### config.mk
export PLATFORM = sky130hd
export DESIGN_NAME = coalescing_pointer_event_queue_unit
export DESIGN_NICKNAME = d
export VERILOG_FILES = /design/src/hdl/cpeq_pkg.sv /design/src/hdl/coalescing_pointer_event_queue_unit.sv
export SDC_FILE = /design/constraint.sdc
export NUM_CORES = 2
export LEC_CHECK = 0
export BUFFER_PORTS_ARGS = -buffer_cell sky130_fd_sc_hd__buf_4
export CAP_MARGIN = 10
export CORE_MARGIN = 8
export CORE_UTILIZATION = 50
export DETAILED_ROUTE_END_ITERATION = 16
export GPL_ROUTABILITY_DRIVEN = 0
export GPL_TIMING_DRIVEN = 0
export HOLD_SLACK_MARGIN = 0.03
export PLACE_DENSITY = 0.68
export SYNTH_ARGS = -nofsm -noshare
export SYNTH_HDL_FRONTEND = slang
export SYNTH_MEMORY_MAX_BITS = 65536
export SYNTH_SLANG_ARGS = --single-unit
export TNS_END_PERCENT = 20
### constraint.sdc
create_clock -name clk -period 5.1 [get_ports clk]
set_input_delay 0.51 -clock clk [delete_from_list [all_inputs] [get_ports clk]]
set_output_delay 0.51 -clock clk [all_outputs]
set_load 0.01 [all_outputs]
### src/hdl/cpeq_pkg.sv
package cpeq_pkg;

  localparam int QUEUE_DEPTH = 128;
  localparam int IDX_W = $clog2(QUEUE_DEPTH);
  localparam int COUNT_W = 7;
  localparam int TINC_W = 16;
  localparam logic [TINC_W-1:0] TICK_INC_RESET = 16'd20;

  localparam logic [1:0] CMD_TICK = 2'd0;
  localparam logic [1:0] CMD_POSITION = 2'd1;
  localparam logic [1:0] CMD_BUTTONS = 2'd2;
  localparam logic [1:0] CMD_POP = 2'd3;

  localparam logic KIND_MOVE = 1'b0;
  localparam logic KIND_BUTTON = 1'b1;

  typedef struct packed {
    logic [1:0]  command;
    logic [31:0] event_value;
  } req_t;

  typedef struct packed {
    logic               pop_valid;
    logic               pop_kind;
    logic [31:0]        pop_value;
    logic [COUNT_W-1:0] queue_count;
    logic               notify;
    logic               dropped;
    logic [31:0]        elapsed_time;
  } rsp_t;

  typedef struct packed {
    logic        kind;
    logic [31:0] value;
  } entry_t;

  function automatic logic [IDX_W-1:0] next_slot(input logic [IDX_W-1:0] i);
    return (i == IDX_W'(QUEUE_DEPTH - 1)) ? '0 : i + 1'b1;
  endfunction

  function automatic logic [IDX_W-1:0] prev_slot(input logic [IDX_W-1:0] i);
    return (i == '0) ? IDX_W'(QUEUE_DEPTH - 1) : i - 1'b1;
  endfunction

  function automatic logic [IDX_W-1:0] fill_count(input logic [IDX_W-1:0] w,
                                                  input logic [IDX_W-1:0] r);
    if (w >= r) begin
      return w - r;
    end
    return IDX_W'(QUEUE_DEPTH - int'(r) + int'(w));
  endfunction

endpackage

### src/hdl/coalescing_pointer_event_queue_unit.sv
// Coalescing pointer event queue.
// req channel (req_valid, req_stall, req): one command per transaction, a tick,
// a position update, a button update or a pop of the oldest queue entry.
// rsp channel (rsp_valid, rsp_stall, rsp): exactly one result per command, in
// command order, with pop data, fill count, notify, dropped flag and time.
// cfg channel (cfg_valid, cfg_ready, cfg_data): writes tick_increment; always
// ready, to be written only while the block is idle.
// Each command is accepted in S_IDLE; S_FIN, S_BTN or S_POPRD then finishes
// the work and loads the result register once free. A tick writes up to two
// entries through the single write port of the entry memory, one per cycle,
// the button entry once S_BTN finds the result register free; a pop reads
// the memory into registered read data; a new command is taken only in S_IDLE.
// The result register holds a result until it is taken; while a held result
// is stalled the block finishes no command and stalls req after the next accept.
// Reset clears indices, latched and reported values, the time counter and
// sets tick_increment to 20; the memory needs no clearing, as only entries
// written since reset are ever read.
module coalescing_pointer_event_queue_unit (
  input  logic                           clk,
  input  logic                           rst,
  input  logic                           req_valid,
  output logic                           req_stall,
  input  cpeq_pkg::req_t                 req,
  output logic                           rsp_valid,
  input  logic                           rsp_stall,
  output cpeq_pkg::rsp_t                 rsp,
  input  logic                           cfg_valid,
  output logic                           cfg_ready,
  input  logic [cpeq_pkg::TINC_W-1:0]    cfg_data
);

  localparam logic [1:0] S_IDLE = 2'd0;
  localparam logic [1:0] S_FIN = 2'd1;
  localparam logic [1:0] S_BTN = 2'd2;
  localparam logic [1:0] S_POPRD = 2'd3;

  cpeq_pkg::entry_t mem [cpeq_pkg::QUEUE_DEPTH];
  cpeq_pkg::entry_t rd_data;
  cpeq_pkg::entry_t mem_wdata;
  logic [cpeq_pkg::IDX_W-1:0] mem_waddr;
  logic mem_we;
  logic mem_re;

  logic [1:0] state;
  logic [cpeq_pkg::IDX_W-1:0] w_idx;
  logic [cpeq_pkg::IDX_W-1:0] r_idx;
  logic [31:0] latest_position;
  logic [31:0] reported_position;
  logic [31:0] latest_buttons;
  logic [31:0] reported_buttons;
  logic [31:0] time_counter;
  logic [cpeq_pkg::TINC_W-1:0] tick_inc;
  logic last_move;

  logic tick_pos;
  logic tick_drop;
  logic pop_hit;

  logic accept;
  logic rsp_free;
  logic empty;
  logic full;
  logic pos_changed;
  logic btn_changed;
  logic coalesce;
  logic rsp_load;
  logic [cpeq_pkg::IDX_W-1:0] w_after_btn;
  logic [cpeq_pkg::IDX_W-1:0] r_after_pop;

  assign req_stall = (state != S_IDLE);
  assign cfg_ready = 1'b1;
  assign accept = req_valid && !req_stall;
  assign rsp_free = !rsp_valid || !rsp_stall;
  assign empty = (w_idx == r_idx);
  assign full = (cpeq_pkg::next_slot(w_idx) == r_idx);
  assign pos_changed = (latest_position != reported_position);
  assign btn_changed = (latest_buttons != reported_buttons);
  assign coalesce = !empty && last_move;
  assign rsp_load = rsp_free && (state != S_IDLE);
  assign w_after_btn = (btn_changed && !full) ? cpeq_pkg::next_slot(w_idx) : w_idx;
  assign r_after_pop = pop_hit ? cpeq_pkg::next_slot(r_idx) : r_idx;

  always_comb begin
    mem_we = 1'b0;
    mem_waddr = w_idx;
    mem_wdata = '{kind: cpeq_pkg::KIND_MOVE, value: latest_position};
    mem_re = 1'b0;
    if (accept && req.command == cpeq_pkg::CMD_TICK && pos_changed) begin
      if (coalesce) begin
        mem_we = 1'b1;
        mem_waddr = cpeq_pkg::prev_slot(w_idx);
      end else if (!full) begin
        mem_we = 1'b1;
      end
    end
    if (state == S_BTN && rsp_free && btn_changed && !full) begin
      mem_we = 1'b1;
      mem_wdata = '{kind: cpeq_pkg::KIND_BUTTON, value: latest_buttons};
    end
    if (accept && req.command == cpeq_pkg::CMD_POP && !empty) begin
      mem_re = 1'b1;
    end
  end

  always_ff @(posedge clk) begin
    if (mem_we) begin
      mem[mem_waddr] <= mem_wdata;
    end
    if (mem_re) begin
      rd_data <= mem[r_idx];
    end
  end

  always_ff @(posedge clk) begin
    if (rst) begin
      state <= S_IDLE;
      w_idx <= '0;
      r_idx <= '0;
      latest_position <= '0;
      reported_position <= '0;
      latest_buttons <= '0;
      reported_buttons <= '0;
      time_counter <= '0;
      tick_inc <= cpeq_pkg::TICK_INC_RESET;
      last_move <= 1'b0;
      rsp_valid <= 1'b0;
    end else begin
      if (cfg_valid && cfg_ready) begin
        tick_inc <= cfg_data;
      end
      if (rsp_valid && !rsp_stall) begin
        rsp_valid <= 1'b0;
      end
      if (rsp_load) begin
        rsp_valid <= 1'b1;
      end
      unique case (state)
        S_IDLE: begin
          if (accept) begin
            unique case (req.command)
              cpeq_pkg::CMD_TICK: begin
                time_counter <= time_counter + 32'(tick_inc);
                if (pos_changed) begin
                  reported_position <= latest_position;
                  if (!coalesce && !full) begin
                    w_idx <= cpeq_pkg::next_slot(w_idx);
                    last_move <= 1'b1;
                  end
                end
                state <= S_BTN;
              end
              cpeq_pkg::CMD_POSITION: begin
                latest_position <= req.event_value;
                state <= S_FIN;
              end
              cpeq_pkg::CMD_BUTTONS: begin
                latest_buttons <= req.event_value;
                state <= S_FIN;
              end
              cpeq_pkg::CMD_POP: begin
                state <= S_POPRD;
              end
              default: state <= S_FIN;
            endcase
          end
        end
        S_FIN: begin
          if (rsp_free) begin
            state <= S_IDLE;
          end
        end
        S_BTN: begin
          if (rsp_free) begin
            if (btn_changed) begin
              reported_buttons <= latest_buttons;
              if (!full) begin
                w_idx <= cpeq_pkg::next_slot(w_idx);
                last_move <= 1'b0;
              end
            end
            state <= S_IDLE;
          end
        end
        S_POPRD: begin
          if (rsp_free) begin
            r_idx <= r_after_pop;
            state <= S_IDLE;
          end
        end
        default: state <= S_IDLE;
      endcase
    end
  end

  always_ff @(posedge clk) begin
    if (accept) begin
      tick_pos <= pos_changed;
      tick_drop <= pos_changed && !coalesce && full;
      pop_hit <= !empty;
    end
    if (rsp_load) begin
      rsp.pop_valid <= 1'b0;
      rsp.pop_kind <= 1'b0;
      rsp.pop_value <= '0;
      rsp.queue_count <= cpeq_pkg::COUNT_W'(cpeq_pkg::fill_count(w_idx, r_idx));
      rsp.notify <= 1'b0;
      rsp.dropped <= 1'b0;
      rsp.elapsed_time <= time_counter;
      if (state == S_BTN) begin
        rsp.queue_count <= cpeq_pkg::COUNT_W'(cpeq_pkg::fill_count(w_after_btn, r_idx));
        rsp.notify <= tick_pos || btn_changed;
        rsp.dropped <= tick_drop || (btn_changed && full);
      end
      if (state == S_POPRD) begin
        rsp.queue_count <= cpeq_pkg::COUNT_W'(cpeq_pkg::fill_count(w_idx, r_after_pop));
        if (pop_hit) begin
          rsp.pop_valid <= 1'b1;
          rsp.pop_kind <= rd_data.kind;
          rsp.pop_value <= rd_data.value;
        end
      end
    end
  end

  a_rsp_from_work: assert property (@(posedge clk) disable iff (rst)
    $rose(rsp_valid) |-> $past(state) != S_IDLE)
    else $error("result appeared without a command in progress");

  a_idx_range: assert property (@(posedge clk) disable iff (rst)
    (int'(w_idx) < cpeq_pkg::QUEUE_DEPTH) && (int'(r_idx) < cpeq_pkg::QUEUE_DEPTH))
    else $error("ring index out of range");

  a_pop_no_tick_flags: assert property (@(posedge clk) disable iff (rst)
    rsp_valid && rsp.pop_valid |-> !rsp.notify && !rsp.dropped)
    else $error("pop result carries tick flags");

  a_drop_needs_notify: assert property (@(posedge clk) disable iff (rst)
    rsp_valid && rsp.dropped |-> rsp.notify)
    else $error("dropped without notify");

  a_no_write_on_pop: assert property (@(posedge clk) disable iff (rst)
    mem_we |-> (state != S_POPRD) && (state != S_FIN))
    else $error("memory write outside a tick");

endmodule
==> qor.csv <==
metric;value;unit
status;complete, but fails checks;
failed_checks;setup timing;
holdWs;110;ps
grt_max_degree;85;
hold_viol;0;
power.density;364;mW/mm2
htree_levels;5;
cp.required;5820;ps
ir_drop;0.000337;V
worst-r2r-setup-slack;-200;ps
wl_per_cell;35.7;um
worstPathCellList;buf_2, buf_4, buf_4, buf_4, mux4_2, mux4_2, mux2i_2, a32oi_1, o21a_1;
ys_types;78;
cp_slowest_cell;mux4_2;
synth.area.top_cells;edfxtp_1 (74%), mux4_2 (17%), dfxtp_1 (2.2%), nand2_1 (0.68%), mux2i_1 (0.54%);
synth_area;0.176;mm2
grt_pass1_wl;687000;um
crit_family;buffers and inverters;
final_nets;8993;
drtAntennaViolNets;0;
port_buffers;129;
yosys.area.top_type_share;0.741;
reg2reg_to;rd_data[23];
coreArea;0.350;mm2
die_x;609;um
setup_viol;503;
drive_gt1_frac;0.327;
tritoncts;built;
clk_pin_slew;70;ps
clkSinkCount;4529;
drc;0;
worstPathArrival;6010;ps
drt_iter0_markers;13500;
rsz0062_at_grt;true;
crit_type;flip-flop to flip-flop;
slew_violations;0;
startpoint;r_idx[0];
syn-num-nets;7920;
crit_path_end;rd_data[23];
synth_edf_count;4335;
syn_to_final_growth;18.1;%
cts_buffers;438;
clock_path_buffers;4;
synth_top_flop_cell;edfxtp_1;
async_reset_ff_frac;0;
fmax;189;MHz
cts_root_buf;clkbuf_16;
timing.critical_path.slowest_cell_delay;610;ps
cp_common_cell;buf_4;
crit_cells;9;
ios;133;
rr_worst_depth;9;
route.vias.total;89700;
p_leak;69.4;nW
cp_max_fo;10;
finClkSkew;69.9;ps
ys_ff_latch;4529;
min_period;5300;ps
antenna_found_initial;43;
final_cell_mix;edfxtp_1 (4335), mux4_2 (1353), clkbuf_16 (444), nand2_1 (320), buf_4 (290);
firstDrtPassIters;16;
synth_area_per_cell;22.5;um2
grt_overflow;0;
end_kind;flip-flop;
track_usage;0.261;
yosysWarnings;0;
yosys.area.top_type;edfxtp_1;
initial_core_util;0.502;
reg2reg_from;r_idx[0];
slew_headroom;0.0825;
hp-start;req[33];
maxCapViolations;0;
worst_pin_slew;1380;ps
die_y;609;um
die_area;0.371;mm2
worst-path-buf-inv;4;
syn-instance-count;7802;
clock_latency;1000;ps
tns;-15180;ps
period_share;1.04;
avgViaCountPerCell;6.47;
rows;217;
min_path_type;input pin to flip-flop;
start_kind;flip-flop;
dp_slack;-2850;ps
place_hpwl;330000;um
finalWirelength;494000;um
grt_pass1_vias;89500;
seq_area_frac_synth;0.763;
setup_slack;-198;ps
layout_commonest_cell;edfxtp_1;
## state kept, by name, indices dropped and copies added, names as in the netlist, 7 cells and up
signal,flops
latest_buttons,32
latest_position,32
mem,4224
r_idx,7
rd_data,33
reported_buttons,32
reported_position,32
rsp,75
tick_inc,16
time_counter,32
w_idx,7
## report_power, final
group	total [mW]	leakage (nW)	internal [mW]	switching, mW
logic	2.13	16.9	0.716	1.42
clock network	32.7	7.06	18.7	14.0
registers	40.7	45.5	40.7	0.0726
## stage by stage
| stage | cells | area [um2] | total power, mW | utilization |
|---|---|---|---|---|
| finish | 13900 | 207000 | 75.6 | 0.593 |
| global route | 13800 | 207000 | 77.3 | 0.593 |
| CTS | 13800 | 207000 | 75.7 | 0.591 |
| detailed placement | 12700 | 188000 | 43.5 | 0.538 |
| global placement | 12500 | 182000 | 43.3 | 0.522 |
| floorplan | 7802 | 176000 | 42.5 | - |
## worst min-delay path by stage
stage / slack, ps / end / cells after the start
final: 110 / state[1] / 6
after global routing: 110 / state[1] / 6
after CTS: 40 / state[1] / 6
after detailed placement: 460 / rsp[12] / 0
after global placement: 430 / rsp[31] / 0
after floorplan: 420 / rsp[31] / 0
## layer usage
layer  up-vias  part of all wire  GRT usage
li1      35200                 -          -
met1     47700              0.36      0.342
met2      5625              0.47      0.410
met3      1107              0.11     0.0604
met4        26             0.068      0.140
met5         -           0.00038          0
## kinds of logic after synthesis
family | after synthesis | share of synthesized area
adder cells (fa/ha/maj) | 63 | 0.00474
XOR/XNOR | 115 | 0.00573
other | 1 | 0.0000213
AO/OA/AOI/OAI | 405 | 0.0149
AND/OR/NAND/NOR | 750 | 0.0191
flip-flops | 4529 | 0.763
buffers and inverters | 455 | 0.0113
multiplexers | 1484 | 0.181
## timing repair
action                      CTS  global route
pin swaps                   127            16
resized for setup           141            61
setup endpoints to repair  4304          4236
hold endpoints to repair     82             0
cloned                        9             0
buffers inserted            213            37
hold buffers                 55             0
## cells in the mapped netlist, drive strengths merged, types with 35 or more instances
master	count
nand3	35
inv	37
dfxtp	194
a21oi	166
mux2	36
xnor2	68
edfxtp	4335
ha	57
buf	194
xor2	47
mux2i	95
and2	41
o21ai	56
nand2	320
o21a	46
nor2	236
clkbuf	222
mux4	1353
## final cells by class
class | instances | area [um2]
fill | 23700 | 142000
sequential | 4529 | 134000
multi-input combinational | 2827 | 41600
clock buffer | 538 | 11500
timing repair buffer | 626 | 9280
tap | 4599 | 5750
clock inverter | 273 | 2910
buffer | 414 | 2040
inverter | 39 | 171
antenna | 17 | 42.5
## tightest hold or removal path, cell delays in order
cell and delay [ps]:
buf_4 120, inv_1 70, ha_1 130, nor2_1 50
a21oi_1 110, nor2_1 50
(Power assumes the default switching activity.)
